## config.mk

```make
export PLATFORM = sky130hd
export DESIGN_NAME = laserdisc_vbi_decoder_core_flat
export DESIGN_NICKNAME = d
export VERILOG_FILES = /design/src/rtl/core/lvbi_pkg.sv /design/src/rtl/core/lvbi_if.sv /design/src/rtl/core/lvbi_in_stage.sv /design/src/rtl/core/lvbi_decode.sv /design/src/rtl/core/lvbi_out_stage.sv /design/src/rtl/core/laserdisc_vbi_decoder_core.sv /design/src/flat_wrapper.sv
export SDC_FILE = /design/constraint.sdc
export NUM_CORES = 1
export LEC_CHECK = 0
export BUFFER_PORTS_ARGS = -buffer_cell sky130_fd_sc_hd__buf_2
export CORE_ASPECT_RATIO = 0.6
export CORE_MARGIN = 2
export CORE_UTILIZATION = 45
export CTS_BUF_LIST = sky130_fd_sc_hd__clkbuf_4 sky130_fd_sc_hd__clkbuf_8
export CTS_CLUSTER_SIZE = 20
export DETAILED_ROUTE_END_ITERATION = 8
export PLACE_DENSITY = 0.7
export SETUP_SLACK_MARGIN = 0.1
export SYNTH_ARGS = -nofsm -noshare
export SYNTH_HDL_FRONTEND = slang
export SYNTH_SLANG_ARGS = --single-unit
export TNS_END_PERCENT = 100
```

## constraint.sdc

```tcl
create_clock -name i_clk -period 6.4 [get_ports i_clk]
set_input_delay 0.96 -clock i_clk [delete_from_list [all_inputs] [get_ports i_clk]]
set_output_delay 0.96 -clock i_clk [all_outputs]
set_load 0.02 [all_outputs]
```

## src/rtl/core/lvbi_pkg.sv

```systemverilog
// Shared types, code patterns and helper functions of the LaserDisc VBI decoder.
`default_nettype none

package lvbi_pkg;

    // Field widths
    localparam int LVBI_WORD_W  = 24;
    localparam int LVBI_LEAD_W  = 2;
    localparam int LVBI_FOUND_W = 7;
    localparam int LVBI_USER_W  = 16;
    localparam int LVBI_PIC_W   = 20;
    localparam int LVBI_CHAP_W  = 8;
    localparam int LVBI_TC_W    = 12;
    localparam int LVBI_STAT_W  = 7;
    localparam int LVBI_AUD_W   = 4;
    localparam int LVBI_MODE_W  = 4;
    localparam int LVBI_SECS_W  = 8;
    localparam int LVBI_CPIC_W  = 8;

    typedef logic [LVBI_WORD_W-1:0] t_word;

    // Code patterns: a code is present when every bit of its pattern is set
    localparam t_word LVBI_LEAD_IN   = 24'h88FFFF;
    localparam t_word LVBI_LEAD_OUT  = 24'h80EEEE;
    localparam t_word LVBI_USER_CODE = 24'h80D000;
    localparam t_word LVBI_CLV_TIME  = 24'hF0DD00;
    localparam t_word LVBI_CAV_PIC   = 24'hF00000;
    localparam t_word LVBI_PIC_STOP  = 24'h82CFFF;
    localparam t_word LVBI_CHAPTER   = 24'h800DDD;
    localparam t_word LVBI_STATUS_A  = 24'h8DC000;
    localparam t_word LVBI_STATUS_B  = 24'h8BA000;
    localparam t_word LVBI_CX_ON     = 24'h0DC000;
    localparam t_word LVBI_CLV_PIC   = 24'h80E000;
    localparam t_word LVBI_CLV_CODE  = 24'h87FFFF;

    // Bit positions in found_flags
    localparam int FND_USER   = 0;
    localparam int FND_PIC    = 1;
    localparam int FND_STOP   = 2;
    localparam int FND_CHAP   = 3;
    localparam int FND_TC     = 4;
    localparam int FND_STATUS = 5;
    localparam int FND_CPIC   = 6;

    // Sound mode codes
    localparam logic [LVBI_MODE_W-1:0] SND_STEREO   = 4'd0;
    localparam logic [LVBI_MODE_W-1:0] SND_MONO     = 4'd1;
    localparam logic [LVBI_MODE_W-1:0] SND_FUTURE   = 4'd2;
    localparam logic [LVBI_MODE_W-1:0] SND_BIL      = 4'd3;
    localparam logic [LVBI_MODE_W-1:0] SND_ST_ST    = 4'd4;
    localparam logic [LVBI_MODE_W-1:0] SND_ST_BIL   = 4'd5;
    localparam logic [LVBI_MODE_W-1:0] SND_CROSS    = 4'd6;
    localparam logic [LVBI_MODE_W-1:0] SND_BIL_BIL  = 4'd7;
    localparam logic [LVBI_MODE_W-1:0] SND_MONO_DMP = 4'd8;
    localparam logic [LVBI_MODE_W-1:0] SND_ST_DMP   = 4'd9;
    localparam logic [LVBI_MODE_W-1:0] SND_BIL_DMP  = 4'd10;

    // Three code words of one field
    typedef struct packed {
        t_word line_a;
        t_word line_b;
        t_word line_c;
    } t_vbi_words;

    // One decoded result
    typedef struct packed {
        logic                    disc_is_clv;
        logic [LVBI_LEAD_W-1:0]  lead_flags;
        logic [LVBI_FOUND_W-1:0] found_flags;
        logic [LVBI_USER_W-1:0]  user_code;
        logic [LVBI_PIC_W-1:0]   picture_number;
        logic [LVBI_CHAP_W-1:0]  chapter_value;
        logic [LVBI_TC_W-1:0]    time_code;
        logic [LVBI_STAT_W-1:0]  status_flags;
        logic [LVBI_AUD_W-1:0]   audio_status;
        logic [LVBI_MODE_W-1:0]  sound_mode;
        logic [LVBI_SECS_W-1:0]  clv_seconds;
        logic [LVBI_CPIC_W-1:0]  clv_picture;
    } t_vbi_result;

    function automatic logic has_code(input t_word word, input t_word pattern);
        return (word & pattern) == pattern;
    endfunction

    // Audio status to sound mode
    function automatic logic [LVBI_MODE_W-1:0] sound_lookup(
        input logic [LVBI_AUD_W-1:0] audio
    );
        logic [LVBI_MODE_W-1:0] mode;
        case (audio)
            4'd0:    mode = SND_STEREO;
            4'd1:    mode = SND_MONO;
            4'd2:    mode = SND_FUTURE;
            4'd3:    mode = SND_BIL;
            4'd4:    mode = SND_ST_ST;
            4'd5:    mode = SND_ST_BIL;
            4'd6:    mode = SND_CROSS;
            4'd7:    mode = SND_BIL_BIL;
            4'd8:    mode = SND_MONO_DMP;
            4'd9:    mode = SND_MONO_DMP;
            4'd10:   mode = SND_FUTURE;
            4'd11:   mode = SND_MONO_DMP;
            4'd12:   mode = SND_ST_DMP;
            4'd13:   mode = SND_ST_DMP;
            4'd14:   mode = SND_BIL_DMP;
            4'd15:   mode = SND_BIL_DMP;
            default: mode = SND_STEREO;
        endcase
        return mode;
    endfunction

endpackage

`default_nettype wire

```

## src/rtl/core/lvbi_if.sv

```systemverilog
// Request channel interfaces: VBI code words in, decoded result out.
`default_nettype none

interface lvbi_in_if import lvbi_pkg::*; ();
    logic                   valid;
    logic                   ready;
    logic [LVBI_WORD_W-1:0] vbi_line_a;
    logic [LVBI_WORD_W-1:0] vbi_line_b;
    logic [LVBI_WORD_W-1:0] vbi_line_c;

    modport source (output valid, output vbi_line_a, output vbi_line_b,
                    output vbi_line_c, input ready);
    modport sink   (input valid, input vbi_line_a, input vbi_line_b,
                    input vbi_line_c, output ready);
endinterface

interface lvbi_out_if import lvbi_pkg::*; ();
    logic                    valid;
    logic                    ready;
    logic                    disc_is_clv;
    logic [LVBI_LEAD_W-1:0]  lead_flags;
    logic [LVBI_FOUND_W-1:0] found_flags;
    logic [LVBI_USER_W-1:0]  user_code;
    logic [LVBI_PIC_W-1:0]   picture_number;
    logic [LVBI_CHAP_W-1:0]  chapter_value;
    logic [LVBI_TC_W-1:0]    time_code;
    logic [LVBI_STAT_W-1:0]  status_flags;
    logic [LVBI_AUD_W-1:0]   audio_status;
    logic [LVBI_MODE_W-1:0]  sound_mode;
    logic [LVBI_SECS_W-1:0]  clv_seconds;
    logic [LVBI_CPIC_W-1:0]  clv_picture;

    modport source (output valid, output disc_is_clv, output lead_flags,
                    output found_flags, output user_code, output picture_number,
                    output chapter_value, output time_code, output status_flags,
                    output audio_status, output sound_mode, output clv_seconds,
                    output clv_picture, input ready);
    modport sink   (input valid, input disc_is_clv, input lead_flags,
                    input found_flags, input user_code, input picture_number,
                    input chapter_value, input time_code, input status_flags,
                    input audio_status, input sound_mode, input clv_seconds,
                    input clv_picture, output ready);
endinterface

`default_nettype wire

```

## src/rtl/core/lvbi_in_stage.sv

```systemverilog
// Input register: captures the three code words of one field.
`default_nettype none

module lvbi_in_stage import lvbi_pkg::*; (
    input  wire logic        i_clk,
    input  wire logic        i_rst_n,
    lvbi_in_if.sink          i_in,
    input  wire logic        i_ready,
    output logic             o_valid,
    output t_vbi_words       o_words
);

    logic       r_valid;
    t_vbi_words r_words;
    logic       n_valid;
    logic       w_load;

    // Stage takes a request when empty or when its contents move on
    assign i_in.ready = !r_valid || i_ready;
    assign w_load     = i_in.valid && i_in.ready;
    assign n_valid    = w_load || (r_valid && !i_ready);

    always_ff @(posedge i_clk) begin
        if (!i_rst_n) begin
            r_valid <= 1'b0;
        end else begin
            r_valid <= n_valid;
        end
    end

    // Payload, no reset
    always_ff @(posedge i_clk) begin
        if (w_load) begin
            r_words.line_a <= i_in.vbi_line_a;
            r_words.line_b <= i_in.vbi_line_b;
            r_words.line_c <= i_in.vbi_line_c;
        end
    end

    assign o_valid = r_valid;
    assign o_words = r_words;

endmodule

`default_nettype wire

```

## src/rtl/core/lvbi_decode.sv

```systemverilog
// Mask-and-slice decode of one field's three code words into a result.
`default_nettype none

module lvbi_decode import lvbi_pkg::*; (
    input  wire t_vbi_words  i_words,
    output t_vbi_result      o_result
);

    t_word                   l16, l17, l18;
    logic                    w_clv;
    logic [LVBI_LEAD_W-1:0]  w_lead;
    logic                    w_pic17, w_pic18, w_chap17, w_chap18, w_tc17, w_tc18;
    logic                    w_user, w_stop, w_stat, w_cpic;
    logic [3:0]              w_x3, w_x4;
    logic [LVBI_AUD_W-1:0]   w_audio;

    assign l16 = i_words.line_a;
    assign l17 = i_words.line_b;
    assign l18 = i_words.line_c;

    // Code presence
    assign w_lead[0] = has_code(l17, LVBI_LEAD_IN)  || has_code(l18, LVBI_LEAD_IN);
    assign w_lead[1] = has_code(l17, LVBI_LEAD_OUT) || has_code(l18, LVBI_LEAD_OUT);
    assign w_clv     = has_code(l17, LVBI_CLV_TIME) || has_code(l17, LVBI_CLV_CODE);
    assign w_user    = (|w_lead) && has_code(l16, LVBI_USER_CODE);
    assign w_pic17   = !w_clv && has_code(l17, LVBI_CAV_PIC);
    assign w_pic18   = !w_clv && has_code(l18, LVBI_CAV_PIC);
    assign w_stop    = !w_clv && (has_code(l16, LVBI_PIC_STOP) ||
                                  has_code(l17, LVBI_PIC_STOP));
    assign w_chap17  = !w_clv && has_code(l17, LVBI_CHAPTER);
    assign w_chap18  = has_code(l18, LVBI_CHAPTER);
    assign w_tc17    = w_clv && has_code(l17, LVBI_CLV_TIME);
    assign w_tc18    = w_clv && has_code(l18, LVBI_CLV_TIME);
    assign w_stat    = has_code(l16, LVBI_STATUS_A) || has_code(l16, LVBI_STATUS_B);
    assign w_cpic    = w_clv && has_code(l16, LVBI_CLV_PIC);

    // Programme status nibbles
    assign w_x3    = l16[11:8];
    assign w_x4    = l16[7:4];
    assign w_audio = {w_x4[3], w_x3[3], w_x4[2], w_x4[0]};

    // Assemble result; later line wins, absent codes read zero
    always_comb begin
        o_result             = '0;
        o_result.disc_is_clv = w_clv;
        o_result.lead_flags  = w_lead;

        o_result.found_flags[FND_USER]   = w_user;
        o_result.found_flags[FND_PIC]    = w_pic17 || w_pic18;
        o_result.found_flags[FND_STOP]   = w_stop;
        o_result.found_flags[FND_CHAP]   = w_chap17 || w_chap18;
        o_result.found_flags[FND_TC]     = w_tc17 || w_tc18;
        o_result.found_flags[FND_STATUS] = w_stat;
        o_result.found_flags[FND_CPIC]   = w_cpic;

        if (w_user) begin
            o_result.user_code = {l16[19:16], l16[11:0]};
        end

        if (w_pic18) begin
            o_result.picture_number = l18[19:0];
        end else if (w_pic17) begin
            o_result.picture_number = l17[19:0];
        end

        if (w_chap18) begin
            o_result.chapter_value = l18[19:12];
        end else if (w_chap17) begin
            o_result.chapter_value = l17[19:12];
        end

        if (w_tc18) begin
            o_result.time_code = {l18[19:16], l18[7:0]};
        end else if (w_tc17) begin
            o_result.time_code = {l17[19:16], l17[7:0]};
        end

        if (w_stat) begin
            o_result.status_flags = {w_audio[2], w_audio[3], w_x4[1], w_x3[2],
                                     !w_x3[1], !w_x3[0], has_code(l16, LVBI_CX_ON)};
            o_result.audio_status = w_audio;
            o_result.sound_mode   = sound_lookup(w_audio);
        end

        if (w_cpic) begin
            o_result.clv_seconds = {l16[19:16], l16[11:8]};
            o_result.clv_picture = l16[7:0];
        end
    end

endmodule

`default_nettype wire

```

## src/rtl/core/lvbi_out_stage.sv

```systemverilog
// Result register: holds one decoded result until the sink takes it.
`default_nettype none

module lvbi_out_stage import lvbi_pkg::*; (
    input  wire logic         i_clk,
    input  wire logic         i_rst_n,
    input  wire logic         i_valid,
    input  wire t_vbi_result  i_result,
    output logic              o_ready,
    lvbi_out_if.source        o_out
);

    logic        r_valid;
    t_vbi_result r_result;
    logic        n_valid;
    logic        w_load;

    // Load when empty or when the held result is being taken
    assign o_ready = !r_valid || o_out.ready;
    assign w_load  = i_valid && o_ready;
    assign n_valid = w_load || (r_valid && !o_out.ready);

    always_ff @(posedge i_clk) begin
        if (!i_rst_n) begin
            r_valid <= 1'b0;
        end else begin
            r_valid <= n_valid;
        end
    end

    always_ff @(posedge i_clk) begin
        if (w_load) begin
            r_result <= i_result;
        end
    end

    // Drive the channel
    assign o_out.valid          = r_valid;
    assign o_out.disc_is_clv    = r_result.disc_is_clv;
    assign o_out.lead_flags     = r_result.lead_flags;
    assign o_out.found_flags    = r_result.found_flags;
    assign o_out.user_code      = r_result.user_code;
    assign o_out.picture_number = r_result.picture_number;
    assign o_out.chapter_value  = r_result.chapter_value;
    assign o_out.time_code      = r_result.time_code;
    assign o_out.status_flags   = r_result.status_flags;
    assign o_out.audio_status   = r_result.audio_status;
    assign o_out.sound_mode     = r_result.sound_mode;
    assign o_out.clv_seconds    = r_result.clv_seconds;
    assign o_out.clv_picture    = r_result.clv_picture;

endmodule

`default_nettype wire

```

## src/rtl/core/laserdisc_vbi_decoder_core.sv

```systemverilog
// Top level of the LaserDisc VBI code decoder: input register, decode, result register.
//
//  channel  dir  payload                                   request taken when
//  i_in     in   vbi_line_a/b/c (lines 16, 17, 18)         valid && ready
//  o_out    out  disc type, lead, found, codes, status      valid && ready
//
// One request per cycle sustained while o_out is not stalled; taking a request
// loads the input register, and its decode is loaded into the result register
// once that register is free, from where the result is offered on o_out.
// Reset empties both registers; no clearing pass, no stored state beyond them.
// A stall on o_out holds the result register; ready on i_in falls only when
// both registers are full and the sink is not taking.
`default_nettype none

module laserdisc_vbi_decoder_core import lvbi_pkg::*; (
    input  wire logic   i_clk,
    input  wire logic   i_rst_n,
    lvbi_in_if.sink     i_in,
    lvbi_out_if.source  o_out
);

    logic        w_s1_valid;
    logic        w_s2_ready;
    t_vbi_words  w_words;
    t_vbi_result w_result;

    lvbi_in_stage u_in_stage (
        .i_clk   (i_clk),
        .i_rst_n (i_rst_n),
        .i_in    (i_in),
        .i_ready (w_s2_ready),
        .o_valid (w_s1_valid),
        .o_words (w_words)
    );

    lvbi_decode u_decode (
        .i_words  (w_words),
        .o_result (w_result)
    );

    lvbi_out_stage u_out_stage (
        .i_clk    (i_clk),
        .i_rst_n  (i_rst_n),
        .i_valid  (w_s1_valid),
        .i_result (w_result),
        .o_ready  (w_s2_ready),
        .o_out    (o_out)
    );

endmodule

`default_nettype wire

```

## src/flat_wrapper.sv

```systemverilog
// flat-port wrapper written by rule: the top's interface ports become plain ports
module laserdisc_vbi_decoder_core_flat import lvbi_pkg::*;
  (i_clk, i_rst_n, i_in_valid, i_in_vbi_line_a, i_in_vbi_line_b, i_in_vbi_line_c, i_in_ready, o_out_valid, o_out_disc_is_clv, o_out_lead_flags, o_out_found_flags, o_out_user_code, o_out_picture_number, o_out_chapter_value, o_out_time_code, o_out_status_flags, o_out_audio_status, o_out_sound_mode, o_out_clv_seconds, o_out_clv_picture, o_out_ready);
  lvbi_in_if i_in_i ();
  lvbi_out_if o_out_i ();
  input  wire logic i_clk;
  input  wire logic i_rst_n;
  input wire logic [$bits(i_in_i.valid)-1:0] i_in_valid;
  input wire logic [$bits(i_in_i.vbi_line_a)-1:0] i_in_vbi_line_a;
  input wire logic [$bits(i_in_i.vbi_line_b)-1:0] i_in_vbi_line_b;
  input wire logic [$bits(i_in_i.vbi_line_c)-1:0] i_in_vbi_line_c;
  output wire logic [$bits(i_in_i.ready)-1:0] i_in_ready;
  output wire logic [$bits(o_out_i.valid)-1:0] o_out_valid;
  output wire logic [$bits(o_out_i.disc_is_clv)-1:0] o_out_disc_is_clv;
  output wire logic [$bits(o_out_i.lead_flags)-1:0] o_out_lead_flags;
  output wire logic [$bits(o_out_i.found_flags)-1:0] o_out_found_flags;
  output wire logic [$bits(o_out_i.user_code)-1:0] o_out_user_code;
  output wire logic [$bits(o_out_i.picture_number)-1:0] o_out_picture_number;
  output wire logic [$bits(o_out_i.chapter_value)-1:0] o_out_chapter_value;
  output wire logic [$bits(o_out_i.time_code)-1:0] o_out_time_code;
  output wire logic [$bits(o_out_i.status_flags)-1:0] o_out_status_flags;
  output wire logic [$bits(o_out_i.audio_status)-1:0] o_out_audio_status;
  output wire logic [$bits(o_out_i.sound_mode)-1:0] o_out_sound_mode;
  output wire logic [$bits(o_out_i.clv_seconds)-1:0] o_out_clv_seconds;
  output wire logic [$bits(o_out_i.clv_picture)-1:0] o_out_clv_picture;
  input wire logic [$bits(o_out_i.ready)-1:0] o_out_ready;
  assign i_in_i.valid = i_in_valid;
  assign i_in_i.vbi_line_a = i_in_vbi_line_a;
  assign i_in_i.vbi_line_b = i_in_vbi_line_b;
  assign i_in_i.vbi_line_c = i_in_vbi_line_c;
  assign i_in_ready = i_in_i.ready;
  assign o_out_valid = o_out_i.valid;
  assign o_out_disc_is_clv = o_out_i.disc_is_clv;
  assign o_out_lead_flags = o_out_i.lead_flags;
  assign o_out_found_flags = o_out_i.found_flags;
  assign o_out_user_code = o_out_i.user_code;
  assign o_out_picture_number = o_out_i.picture_number;
  assign o_out_chapter_value = o_out_i.chapter_value;
  assign o_out_time_code = o_out_i.time_code;
  assign o_out_status_flags = o_out_i.status_flags;
  assign o_out_audio_status = o_out_i.audio_status;
  assign o_out_sound_mode = o_out_i.sound_mode;
  assign o_out_clv_seconds = o_out_i.clv_seconds;
  assign o_out_clv_picture = o_out_i.clv_picture;
  assign o_out_i.ready = o_out_ready;
  laserdisc_vbi_decoder_core u_core (.i_clk(i_clk), .i_rst_n(i_rst_n), .i_in(i_in_i), .o_out(o_out_i));
endmodule
```

==> results.cfg <==
[routing]
wire_per_inst_um = 20.55
drtIter0Drc = 446
vias = 4304
drt_wl_total_mm = 15.97
drc = 0
drt_first_pass_iters = 5
ant_nets = 0
routed_via_density = 5.539

[critical_path]
endpoint_kind = output pin
reg2regPathDepth = 4
cpMostUsedCell = buf_2
cp.required_ps = 5440
cp_max_fo = 4
cp_data_arrival_time_ps = 1670
start_kind = input pin
max_stage_delay_ps = 300
critPathSlowestCell = nor2b_1
timing.rr.end = u_core.u_out_stage.o_out.time_code[0]
path_cells = buf_2 -> nor2b_1 -> nand2_1 -> buf_2
r2r_slack_ps = 3930
worstReg2RegStart = u_core.u_in_stage.o_words[34]
critPathKind = in -> out

[clock_tree]
cts_setup_buffers = 0
cts_buffers = 17
clkSinkCount = 166
cts.repair.resized = 0
path_clk_slew_ps = 100
cts_tree = yes
h-tree-depth = 4
root_buffer = clkbuf_8
ctsHoldBuffers = 0
clock_latency_ps = 450
clk_path_buf_depth = 2

[global_route]
grt_overflow = 0
grt_use_total = 0.2137
antenna_found_initial = 1
grt_max_degree = 70
grt_pass1_vias = 4075
grt_pass1_wl_mm = 24.11

[worst_hold_path]
hp-class = reg -> reg
hp-start = u_core.u_in_stage.o_valid
hold-path-cell-count = 1
holdPathEnd = u_core.u_out_stage.o_out.valid

[timing]
slew_violations = 0
fin_tns_setup_ps = 0
timing.final.crit_share = 0.4116
fin_worst_skew_ps = 17.99
worst_pin_slew_ps = 1217
hold_viol = 0
relSlewSlack = 0.1885
grt_setup_unrepaired = false
period_needed_ps = 2634
finalSetupViolCount = 0
fmax_mhz = 379.6

[synthesis]
synth_xor_area_frac = 0
ys_seq_area_frac = 0.7688
synth_mux_area_frac = 0
ys_types = 36
synth_nets = 477
synthesis.area_mm2 = 0.006457
synth_seq_cells = 166
ys_warn_count = 0
synth_fa_ha_area_frac = 0
synth.avg_cell_area_um2 = 16.10
synthCells = 401
synthSimpleGateAreaFrac = 0.1256
synth_top_family_by_area = simple AND/OR/NAND/NOR gates
synth_compound_area_frac = 0.08370
ys.flop_type = edfxtp_1
synthArstFlopShare = 0
synth_edf_count = 164

[layout]
utilization = 0.5681
final_cell_mix = buf_2 (171), edfxtp_1 (164), nand3_1 (39)
layout_commonest_cell = buf_2
nets = 647
design_area_mm2 = 0.007858
drive_gt1_frac = 0.3921
fin_cells = 777
syn_to_final_growth_pct = 21.68
fillCellCount = 1092

[place]
place_hpwl_mm = 11.16
io_buffers = 171
dp_cells = 744
dpl_cell_area_mm2 = 0.007477
place.gp.congestion = 0.8343

[floorplan]
io-pin-count = 175
die_y_um = 96.79
die-width_um = 158.7
start_util = 0.4668
dieArea_mm2 = 0.01536
rows = 33
coreArea_mm2 = 0.01383

[status]
outcome = finished, final reports clean

[power]
power_density_mw_per_mm2 = 276.1
ir_drop_uv = 117.8
leakagePower_nw = 2.692
p_total_mw = 2.170

[flow_run]
cap_viol_max_count = 0
==> synth_stat cells (4+ instances only) <==
library cell	instances	area, um2
edfxtp_1	164	4925
buf_2	11	55.05
a32o_1	8	80.08
nor2b_1	5	31.28
nor3b_2	7	87.58
buf_4	4	30.03
a21oi_1	23	115.1
nor3b_1	8	60.06
o2bb2ai_1	12	105.1
a22oi_1	23	172.7
nand4_1	7	43.79
clkbuf_1	10	37.54
nor3_2	5	50.05
nor2_1	8	30.03
and2_1	6	37.54
nand3_1	39	195.2
nor3_1	17	85.08
nand2_1	14	52.55
nor4_1	4	25.02
and4_1	4	35.03
==> power by group <==
group / total, mW / switching, mW / leakage (nW) / internal, mW
Combinational: 0.152 / 0.104 / 0.969 / 0.0480
Sequential: 1.29 / 0.0359 / 1.53 / 1.26
Clock: 0.725 / 0.408 / 0.193 / 0.317
Total: 2.17 / 0.548 / 2.69 / 1.62
==> area by class of cell <==
type,count,area [um2],area share
flip-flops and latches,166,4965,0.6318
multi-input cells,207,1364,0.1736
diodes,1,2.502,0.0003185
clock buffers,17,234.0,0.02978
repair buffers,177,900.9,0.1146
inverters,2,7.507,0.0009554
well taps,192,240.2,0.03057
clock inverters,15,143.9,0.01831
==> kinds of logic (layout without fill, tap and decap cells) <==
logic type / Yosys count / in the layout
AO/OA/AOI/OAI: 74 / 74
buffers and inverters: 28 / 211
flip-flops: 166 / 166
other: 0 / 1
AND/OR/NAND/NOR: 133 / 133
==> routing by layer <==
metal  share of wire  track usage  vias up
met5               0            0        -
met4           0.013      0.06584        0
met3           0.096      0.04794       17
met2            0.43       0.2811      249
met1            0.47       0.3490     2092
li1                -            -     1946
==> worst max path at each step <==
stage	from	to	slack, ps	cells past startpoint
global placement	o_out_ready	u_core.u_out_stage.o_out.time_code[10]	3360	4
floorplan	o_out_ready	u_core.u_out_stage.o_out.audio_status[0]	590	2
global route	o_out_ready	u_core.u_out_stage.o_out.picture_number[2]	3630	4
detailed placement	o_out_ready	u_core.u_out_stage.o_out.time_code[10]	3300	4
finish	o_out_ready	i_in_ready	3770	4
CTS	o_out_ready	i_in_ready	3760	4
==> worst max-delay path: cells and delay by family <==
| family | cells | cell delay [ps] |
|---|---|---|
| simple gates | 2 | 430 |
| buf+inv | 2 | 280 |
==> state kept, by name (all words and copies together) (netlist names) <==
| name | count |
|---|---|
| u_core.u_out_stage.o_out.audio_status | 3 |
| u_core.u_out_stage.o_out.clv_picture | 8 |
| u_core.u_out_stage.o_out.found_flags | 7 |
| u_core.u_in_stage.o_valid | 1 |
| u_core.u_out_stage.o_out.time_code | 12 |
| u_core.u_out_stage.o_out.status_flags | 6 |
| u_core.u_out_stage.o_out.user_code | 16 |
| u_core.u_out_stage.o_out.lead_flags | 2 |
| u_core.u_out_stage.o_out.disc_is_clv | 1 |
| u_core.u_out_stage.o_out.sound_mode | 4 |
| u_core.u_out_stage.o_out.clv_seconds | 8 |
| u_core.u_out_stage.o_out.picture_number | 20 |
| u_core.u_in_stage.o_words | 69 |
| u_core.u_out_stage.o_out.valid | 1 |
| u_core.u_out_stage.o_out.chapter_value | 8 |
==> stage by stage <==
step | hold WS [ps] | setup slack (ps)
2_1_floorplan | 476.8 | 590.4
3_3_place_gp | 503.7 | 3356
3_5_place_dp | 502.5 | 3300
4_1_cts | 534.1 | 3764
5_1_grt | 566.0 | 3628
6_report | 537.5 | 3766
Note: power is estimated with default switching activity, not from simulation.
